==> config.mk <==
export PLATFORM = sky130hd
export DESIGN_NAME = imu_frame_sync_decoder
export DESIGN_NICKNAME = d
export VERILOG_FILES = /design/src/rtl/ifsd_pkg.sv /design/src/rtl/ifsd_front.sv /design/src/rtl/ifsd_queue.sv /design/src/rtl/ifsd_back.sv /design/src/rtl/imu_frame_sync_decoder.sv
export SDC_FILE = /design/constraint.sdc
export NUM_CORES = 1
export LEC_CHECK = 0
export ABC_AREA = 0
export BUFFER_PORTS_ARGS = -buffer_cell sky130_fd_sc_hd__clkbuf_2
export CORE_MARGIN = 2
export CORE_UTILIZATION = 25
export CTS_BUF_LIST = sky130_fd_sc_hd__clkbuf_4 sky130_fd_sc_hd__clkbuf_8
export CTS_CLUSTER_DIAMETER = 200
export DETAILED_ROUTE_END_ITERATION = 16
export PLACE_DENSITY_LB_ADDON = 0.1
export SLEW_MARGIN = 20
export SYNTH_ARGS = -nofsm -noshare
export SYNTH_HDL_FRONTEND = slang
export SYNTH_HIERARCHICAL = 1
export SYNTH_SLANG_ARGS = --single-unit
==> constraint.sdc <==
create_clock -name clock -period 10.8 [get_ports clock]
set_clock_uncertainty 0.15 [all_clocks]
set_input_delay 1.08 -clock clock [delete_from_list [all_inputs] [get_ports clock]]
set_output_delay 1.08 -clock clock [all_outputs]
set_load 0.1 [all_outputs]
==> src/rtl/ifsd_pkg.sv <==
`timescale 1ns / 1ps
// ----------------------------------------------------------------------------
// ifsd_pkg
// Shared types, codes and helpers for the sensor frame sync decoder.
// ----------------------------------------------------------------------------
package ifsd_pkg;

   localparam int FRAME_BYTES_DEF = 11;
   localparam int QUEUE_DEPTH     = 2;
   localparam int AXIS_W          = 27;
   localparam int SCALE_W         = 11;

   localparam logic [7:0] HDR_BYTE   = 8'h55;
   localparam logic [7:0] TYPE_FIRST = 8'h51;
   localparam logic [7:0] TYPE_LAST  = 8'h53;

   localparam logic [1:0] KIND_ACCEL = 2'd0;
   localparam logic [1:0] KIND_GYRO  = 2'd1;
   localparam logic [1:0] KIND_ANGLE = 2'd2;

   localparam logic [SCALE_W-1:0] SCALE_ACCEL = 11'd16;
   localparam logic [SCALE_W-1:0] SCALE_GYRO  = 11'd16;
   localparam logic [SCALE_W-1:0] SCALE_ANGLE = 11'd2000;

   typedef enum logic [1:0] {
      PH_HUNT,
      PH_TYPE,
      PH_BODY
   } phase_type;

   // one complete frame, raw axes as received
   typedef struct packed {
      logic [1:0]         kind;
      logic signed [15:0] raw_x;
      logic signed [15:0] raw_y;
      logic signed [15:0] raw_z;
   } frame_type;

   function automatic logic [SCALE_W-1:0] kind_scale(input logic [1:0] kind);
      logic [SCALE_W-1:0] s;
      unique case (kind)
         KIND_ACCEL: s = SCALE_ACCEL;
         KIND_GYRO:  s = SCALE_GYRO;
         default:    s = SCALE_ANGLE;
      endcase
      return s;
   endfunction

endpackage

==> src/rtl/ifsd_front.sv <==
`timescale 1ns / 1ps
// ----------------------------------------------------------------------------
// ifsd_front
// Header hunt, type check and payload capture; pushes finished frames.
// ----------------------------------------------------------------------------
module ifsd_front #(
   parameter int FRAME_BYTES = ifsd_pkg::FRAME_BYTES_DEF
) (
   input  logic                clock,
   input  logic                reset,
   input  logic                byte_valid,
   output logic                byte_ready,
   input  logic [7:0]          byte_data,
   output logic                push,
   output ifsd_pkg::frame_type push_frame,
   input  logic                queue_full
);
   import ifsd_pkg::*;

   localparam int POS_W = $clog2(FRAME_BYTES);
   localparam logic [POS_W-1:0] POS_LAST = POS_W'(FRAME_BYTES - 1);

   phase_type        phase_ff, phase_in;
   logic [POS_W-1:0] pos_ff, pos_in;
   logic [1:0]       kind_ff, kind_in;
   logic [7:0]       payload_ff [6];
   logic [7:0]       cur_bytes [6];
   logic [POS_W-1:0] pos_nxt;
   logic             take;
   logic             type_ok;
   logic             is_last;

   assign byte_ready = !queue_full;
   assign take       = byte_valid && byte_ready;
   assign pos_nxt    = pos_ff + POS_W'(1);
   assign is_last    = (pos_nxt >= POS_LAST);
   assign type_ok    = (byte_data >= TYPE_FIRST) && (byte_data <= TYPE_LAST);

   // next state
   always_comb begin
      phase_in = phase_ff;
      if (take) begin
         unique case (phase_ff)
            PH_TYPE: begin
               if (type_ok) phase_in = PH_BODY;
               else if (byte_data == HDR_BYTE) phase_in = PH_TYPE;
               else phase_in = PH_HUNT;
            end
            PH_BODY: begin
               if (is_last) phase_in = PH_HUNT;
            end
            default: begin
               phase_in = (byte_data == HDR_BYTE) ? PH_TYPE : PH_HUNT;
            end
         endcase
      end
   end

   // outputs and datapath control
   always_comb begin
      pos_in  = pos_ff;
      kind_in = kind_ff;
      push    = 1'b0;
      if (take) begin
         unique case (phase_ff)
            PH_TYPE: begin
               if (type_ok) begin
                  kind_in = byte_data[1:0] - 2'd1;
                  pos_in  = POS_W'(1);
               end else begin
                  pos_in = '0;
               end
            end
            PH_BODY: begin
               pos_in = pos_nxt;
               if (is_last) begin
                  push   = 1'b1;
                  pos_in = '0;
               end
            end
            default: pos_in = '0;
         endcase
      end
   end

   // current byte overrides its slot so the last payload byte may close the frame
   always_comb begin
      for (int i = 0; i < 6; i++) begin
         if ((phase_ff == PH_BODY) && (pos_nxt == POS_W'(i + 2)))
            cur_bytes[i] = byte_data;
         else
            cur_bytes[i] = payload_ff[i];
      end
   end

   assign push_frame.kind  = kind_ff;
   assign push_frame.raw_x = {cur_bytes[1], cur_bytes[0]};
   assign push_frame.raw_y = {cur_bytes[3], cur_bytes[2]};
   assign push_frame.raw_z = {cur_bytes[5], cur_bytes[4]};

   always_ff @(posedge clock) begin
      if (reset) begin
         phase_ff <= PH_HUNT;
         pos_ff   <= '0;
         kind_ff  <= KIND_ACCEL;
      end else begin
         phase_ff <= phase_in;
         pos_ff   <= pos_in;
         kind_ff  <= kind_in;
      end
   end

   always_ff @(posedge clock) begin
      if (take && (phase_ff == PH_BODY)) begin
         for (int i = 0; i < 6; i++) begin
            if (pos_nxt == POS_W'(i + 2)) payload_ff[i] <= byte_data;
         end
      end
   end

endmodule

==> src/rtl/ifsd_queue.sv <==
`timescale 1ns / 1ps
// ----------------------------------------------------------------------------
// ifsd_queue
// Short frame queue between the byte front end and the scaling back end.
// ----------------------------------------------------------------------------
module ifsd_queue (
   input  logic                clock,
   input  logic                reset,
   input  logic                push,
   input  ifsd_pkg::frame_type push_frame,
   output logic                full,
   output logic                pop_valid,
   input  logic                pop,
   output ifsd_pkg::frame_type pop_frame
);
   import ifsd_pkg::*;

   localparam int PTR_W = (QUEUE_DEPTH > 1) ? $clog2(QUEUE_DEPTH) : 1;
   localparam int CNT_W = $clog2(QUEUE_DEPTH + 1);

   frame_type        slot_ff [QUEUE_DEPTH];
   logic [PTR_W-1:0] wr_ptr_ff, wr_ptr_in;
   logic [PTR_W-1:0] rd_ptr_ff, rd_ptr_in;
   logic [CNT_W-1:0] count_ff, count_in;
   logic             do_push, do_pop;

   function automatic logic [PTR_W-1:0] ptr_inc(input logic [PTR_W-1:0] p);
      return (p == PTR_W'(QUEUE_DEPTH - 1)) ? '0 : p + PTR_W'(1);
   endfunction

   assign full      = (count_ff == CNT_W'(QUEUE_DEPTH));
   assign pop_valid = (count_ff != '0);
   assign pop_frame = slot_ff[rd_ptr_ff];
   assign do_push   = push && !full;
   assign do_pop    = pop && pop_valid;

   always_comb begin
      wr_ptr_in = do_push ? ptr_inc(wr_ptr_ff) : wr_ptr_ff;
      rd_ptr_in = do_pop ? ptr_inc(rd_ptr_ff) : rd_ptr_ff;
      count_in  = count_ff;
      if (do_push && !do_pop) count_in = count_ff + CNT_W'(1);
      else if (do_pop && !do_push) count_in = count_ff - CNT_W'(1);
   end

   always_ff @(posedge clock) begin
      if (reset) begin
         wr_ptr_ff <= '0;
         rd_ptr_ff <= '0;
         count_ff  <= '0;
      end else begin
         wr_ptr_ff <= wr_ptr_in;
         rd_ptr_ff <= rd_ptr_in;
         count_ff  <= count_in;
      end
   end

   always_ff @(posedge clock) begin
      if (do_push) slot_ff[wr_ptr_ff] <= push_frame;
   end

endmodule

==> src/rtl/ifsd_back.sv <==
`timescale 1ns / 1ps
// ----------------------------------------------------------------------------
// ifsd_back
// Scales the three axes by the frame's full scale into the output register.
// ----------------------------------------------------------------------------
module ifsd_back (
   input  logic                       clock,
   input  logic                       reset,
   input  logic                       frame_valid,
   output logic                       frame_pop,
   input  ifsd_pkg::frame_type        frame,
   output logic                       out_valid,
   input  logic                       out_ready,
   output logic [1:0]                 out_kind,
   output logic signed [ifsd_pkg::AXIS_W-1:0] out_x,
   output logic signed [ifsd_pkg::AXIS_W-1:0] out_y,
   output logic signed [ifsd_pkg::AXIS_W-1:0] out_z
);
   import ifsd_pkg::*;

   localparam int PROD_W = 16 + SCALE_W + 1;

   logic                     valid_ff, valid_in;
   logic [1:0]               kind_ff;
   logic signed [AXIS_W-1:0] x_ff, y_ff, z_ff;
   logic signed [SCALE_W:0]  scale;
   logic signed [PROD_W-1:0] prod_x, prod_y, prod_z;

   // output register free or being emptied this cycle
   assign frame_pop = frame_valid && (!valid_ff || out_ready);
   assign scale     = $signed({1'b0, kind_scale(frame.kind)});
   assign prod_x    = PROD_W'(frame.raw_x) * PROD_W'(scale);
   assign prod_y    = PROD_W'(frame.raw_y) * PROD_W'(scale);
   assign prod_z    = PROD_W'(frame.raw_z) * PROD_W'(scale);

   always_comb begin
      valid_in = valid_ff;
      if (frame_pop) valid_in = 1'b1;
      else if (out_ready) valid_in = 1'b0;
   end

   always_ff @(posedge clock) begin
      if (reset) valid_ff <= 1'b0;
      else valid_ff <= valid_in;
   end

   always_ff @(posedge clock) begin
      if (frame_pop) begin
         kind_ff <= frame.kind;
         x_ff    <= prod_x[AXIS_W-1:0];
         y_ff    <= prod_y[AXIS_W-1:0];
         z_ff    <= prod_z[AXIS_W-1:0];
      end
   end

   assign out_valid = valid_ff;
   assign out_kind  = kind_ff;
   assign out_x     = x_ff;
   assign out_y     = y_ff;
   assign out_z     = z_ff;

endmodule

==> src/rtl/imu_frame_sync_decoder.sv <==
`timescale 1ns / 1ps
// ----------------------------------------------------------------------------
// imu_frame_sync_decoder
// Hunts 11-byte sensor frames in a serial byte stream and emits scaled axes.
// ----------------------------------------------------------------------------
//  channel | direction | payload                               | handshake
//  req_    | in        | rx_byte                               | valid/ready
//  rsp_    | out       | frame_kind, axis_x, axis_y, axis_z    | valid/ready
//
//  one byte accepted per cycle while req_ready is high; a frame's result is
//  written to the queue, then multiplied into the output register
//  results leave at up to one per cycle, set by the output register
//  a two-frame queue sits between byte parsing and scaling; req_ready
//  drops only while that queue is full
//  synchronous reset clears sync state, queue and the result valid
// ----------------------------------------------------------------------------
module imu_frame_sync_decoder #(
   parameter int FRAME_BYTES = ifsd_pkg::FRAME_BYTES_DEF
) (
   input  logic                               clock,
   input  logic                               reset,
   input  logic                               req_valid,
   output logic                               req_ready,
   input  logic [7:0]                         req_rx_byte,
   output logic                               rsp_valid,
   input  logic                               rsp_ready,
   output logic [1:0]                         rsp_frame_kind,
   output logic signed [ifsd_pkg::AXIS_W-1:0] rsp_axis_x,
   output logic signed [ifsd_pkg::AXIS_W-1:0] rsp_axis_y,
   output logic signed [ifsd_pkg::AXIS_W-1:0] rsp_axis_z
);
   import ifsd_pkg::*;

   logic      push, full, pop_valid, pop;
   frame_type push_frame, pop_frame;

   ifsd_front #(
      .FRAME_BYTES(FRAME_BYTES)
   ) u_front (
      .clock      (clock),
      .reset      (reset),
      .byte_valid (req_valid),
      .byte_ready (req_ready),
      .byte_data  (req_rx_byte),
      .push       (push),
      .push_frame (push_frame),
      .queue_full (full)
   );

   ifsd_queue u_queue (
      .clock      (clock),
      .reset      (reset),
      .push       (push),
      .push_frame (push_frame),
      .full       (full),
      .pop_valid  (pop_valid),
      .pop        (pop),
      .pop_frame  (pop_frame)
   );

   ifsd_back u_back (
      .clock       (clock),
      .reset       (reset),
      .frame_valid (pop_valid),
      .frame_pop   (pop),
      .frame       (pop_frame),
      .out_valid   (rsp_valid),
      .out_ready   (rsp_ready),
      .out_kind    (rsp_frame_kind),
      .out_x       (rsp_axis_x),
      .out_y       (rsp_axis_y),
      .out_z       (rsp_axis_z)
   );

endmodule

==> impl_metrics.py <==
metrics = {
    "run_status": {
        "status": "complete, no violations",
    },
    "setup_path": {
        "criticalPathCategory": "flip-flop to flip-flop",
        "crit_fanout": 93,
        "reg2regPathDepth": 18,
        "rrSetupSlack_ps": 4460,
        "end_kind": "flip-flop",
        "cpMostUsedCell": "fa_1",
        "r2r-end": "u_back/out_z[26]",
        "crit_path_cell_trace": "mux2_4 -> buf_4 -> nand2_1 -> inv_1 -> fa_1 -> inv_1 -> fa_1 -> inv_1 -> fa_1 -> fa_1 -> ha_1 -> ha_1 -> and3_1 -> a221oi_1 -> o21ai_1 -> a41oi_1 -> a21oi_1 -> xnor2_1",
        "cp_num_buf_inv": 4,
        "path_delay_family": "adder cells",
        "crit_path_max_incr_delay_ps": 810,
        "cp.required_ps": 10990,
        "start_kind": "flip-flop",
        "critical_path.slowest_cell": "mux2_4",
        "cp.arrival_ps": 6530,
    },
    "final_layout": {
        "final_nets": 2002,
        "layout-drive-gt1-share_pct": 16.7,
        "area_growth_pct": 12.9,
        "final_util_pct": 28.5,
    },
    "drt": {
        "route.detailed.drc": 0,
        "drt-met1-wl_um": 19900,
        "vias": 11248,
        "viasPerCell": 4.26,
        "wl_um": 40100,
        "ant_nets": 0,
        "met2_wirelength_um": 18000,
        "wl_met3_um": 1390,
        "wire_per_inst_um": 15.2,
        "dr.max_layer_used": "met5",
        "firstDrtPassIters": 6,
        "drt_first_iter_violations": 431,
    },
    "power_and_ir_drop": {
        "p_leak_uw": 0.00874,
        "power.density_cell_area_nw_per_um2": 93.4,
        "ir_drop_v": 0.0000736,
    },
    "sta": {
        "setup_tns_ps": 0,
        "fin_crit_sh_pct": 58.7,
        "hold_viol": 0,
        "worst_slew_pin_slew_ps": 920,
        "maxSlewHeadroom_pct": 38.7,
        "max_freq_ghz": 0.158,
        "fin_crit_ps": 6340,
        "setup_viol": 0,
        "grt_setup_unrepaired": "false",
        "slew_violations": 0,
    },
    "cts": {
        "cts_made_buffers": 47,
        "postCtsSetupRepairBufs": 0,
        "clk_latency_ps": 620,
        "cts_root_buffer": "clkbuf_8",
        "clockBufferDepth": 3,
        "cts_tree": "built",
        "post_cts_resized": 0,
        "holdBufCountCts": 0,
        "cts_sinks": 233,
        "clkTransAtPathRegs_ps": 60,
        "h-tree-depth": 2,
    },
    "global_route": {
        "grt_pass1_vias": 11931,
        "grt_antenna_before_repair": 3,
        "overflow": 0,
        "grt_pass1_wl_um": 65100,
        "grt_max_degree": 94,
        "grtUsageTotal_pct": 10.8,
    },
    "worst_hold_path": {
        "hold_path.class": "flip-flop to flip-flop",
        "min-delay-start": "u_front/kind_ff[1]",
        "worstHoldPathCells": 0,
        "holdPathEnd": "u_queue/slot_ff[0][49]",
    },
    "synth": {
        "syn_area_um2": 18400,
        "async_flop_share_pct": 0,
        "synth_edf_count": 219,
        "ys_ff_latch": 233,
        "synth_flop_cell": "edfxtp_1",
        "yosysWarnings": 6,
        "yosysSeqAreaShare_pct": 37.3,
        "synthCells": 1566,
        "synth.avg_cell_area_um2": 11.8,
        "synth_largest_area_cell": "edfxtp_1",
        "synth_cell_types": 74,
        "yosys-top-cells-area": "edfxtp_1 (36%), fa_1 (15%), ha_1 (14%), mux2_2 (5.8%), inv_1 (3.4%)",
        "synth_most_common_cell": "edfxtp_1",
        "synth_commonest_cells": "edfxtp_1 (219), ha_1 (207), inv_1 (168), fa_1 (139), nand2_1 (119)",
        "yosysTopAreaCellShare_pct": 35.7,
    },
    "floorplanning": {
        "die_x_um": 275,
        "core_um2": 73000,
        "start_util_pct": 25.2,
        "die_area_um2": 75800,
        "die_h_um": 275,
        "num_rows": 99,
        "pin_count": 97,
    },
    "place": {
        "post-dp-hpwl_um": 28700,
        "port-buffer-count": 84,
        "gp_congestion": 0.742,
    },
    "flow_run": {
        "maxCapViolations": 0,
    },
}
## per-layer routing
layer	up-vias	GRT usage, %
li1	5557	-
met1	5514	14.9
met2	122	17.1
met3	53	2.29
met4	2	3.06
met5	-	0
## registers in the layout, summed over array words and instances, names as in the netlist, named ones only
| register | cells |
|---|---|
| u_front/pos_ff | 4 |
| u_front/phase_ff | 2 |
| u_front/kind_ff | 2 |
| u_back/out_x | 23 |
| u_queue/wr_ptr_ff | 1 |
| u_back/out_z | 23 |
| u_queue/count_ff | 2 |
| u_front/payload_ff | 48 |
| u_back/out_kind | 2 |
| u_queue/slot_ff | 100 |
| u_back/out_y | 23 |
| u_queue/rd_ptr_ff | 1 |
| u_back/out_valid | 1 |
## how the worst max path moves through the flow
| stage | startpoint | endpoint | slack, ps | cells past startpoint |
|---|---|---|---|---|
| after floorplan | rsp_ready | u_queue/count_ff[1] | 2110 | 7 |
| after global placement | flip-flop | u_back/out_z[26] | 4550 | 18 |
| after detailed placement | flip-flop | u_back/out_z[26] | 4500 | 18 |
| after CTS | flip-flop | u_back/out_z[26] | 4440 | 18 |
| after global routing | flip-flop | u_back/out_z[26] | 3980 | 18 |
| final | flip-flop | u_back/out_z[26] | 4460 | 18 |
## logic make-up (layout without fill, tap and decap cells)
group | count (synthesis) | in the layout | synth area share (%)
simple gates | 310 | 310 | 8.37
mux | 100 | 100 | 6.11
buf+inv | 241 | 344 | 5.24
fa+ha+maj | 346 | 346 | 29.2
other cells | 1 | 13 | 0.0204
xor+xnor | 128 | 128 | 6.09
flops | 233 | 233 | 37.3
compound gates | 207 | 207 | 7.72
## cell type report
class	count	area, um2
well taps	959	1200
clock inverters	21	156
inverters	168	631
repair buffers	91	493
fillers	7586	52200
diodes	1	2.50
clock buffers	64	793
flip-flops and latches	233	6860
multi-input cells	1103	10600
## stage by stage
step                worst slack, ps  cell area, um2  cells  power (uW)  hold slack (ps)
floorplan                      2110           18400   1577        1020              276
global placement               4550           19800   2553        1030              310
detailed placement             4500           19800   2553        1030              314
CTS                            4440           20700   2638        1990              305
global route                   3980           20800   2640        2030              331
finish                         4460           20800   2640        1940              310
## cell usage in the layout (no fill, tap or decap), types with 12 or more instances in the layout
cell type  Yosys  layout
a21boi_0      29      28
xor2_1        66      66
nor2_1        45      45
conb_1         1      12
dfxtp_1       14      13
nand2b_1      24      24
fa_1         139     139
xnor2_1       62      62
and2_1        30      29
o21a_1        14      14
clkbuf_4       0      14
nand2_1      119     119
clkbuf_2       1      84
ha_1         207     207
clkbuf_8       0      50
edfxtp_1     219     219
a21oi_1       32      32
o21ai_0       43      43
inv_1        168     167
and3_1        12      12
a21o_1        20      20
nand3_1       33      33
mux2_2        94      94
## power by group
part	switching, uW	leakage (uW)	total [uW]	internal, uW
clock network	407	0.000500	930	524
logic	31.8	0.00617	34.8	2.97
registers	0.00390	0.00207	976	976
## worst reg2reg max path, cell delays in order (launching register included)
cell	delay [ps]
dfxtp_2	320
mux2_4	810
buf_4	560
nand2_1	370
inv_1	210
fa_1	430
inv_1	80
fa_1	400
inv_1	90
fa_1	410
fa_1	490
ha_1	310
ha_1	370
and3_1	240
a221oi_1	290
o21ai_1	90
a41oi_1	220
a21oi_1	120
xnor2_1	130
(Power assumes the default switching activity.)
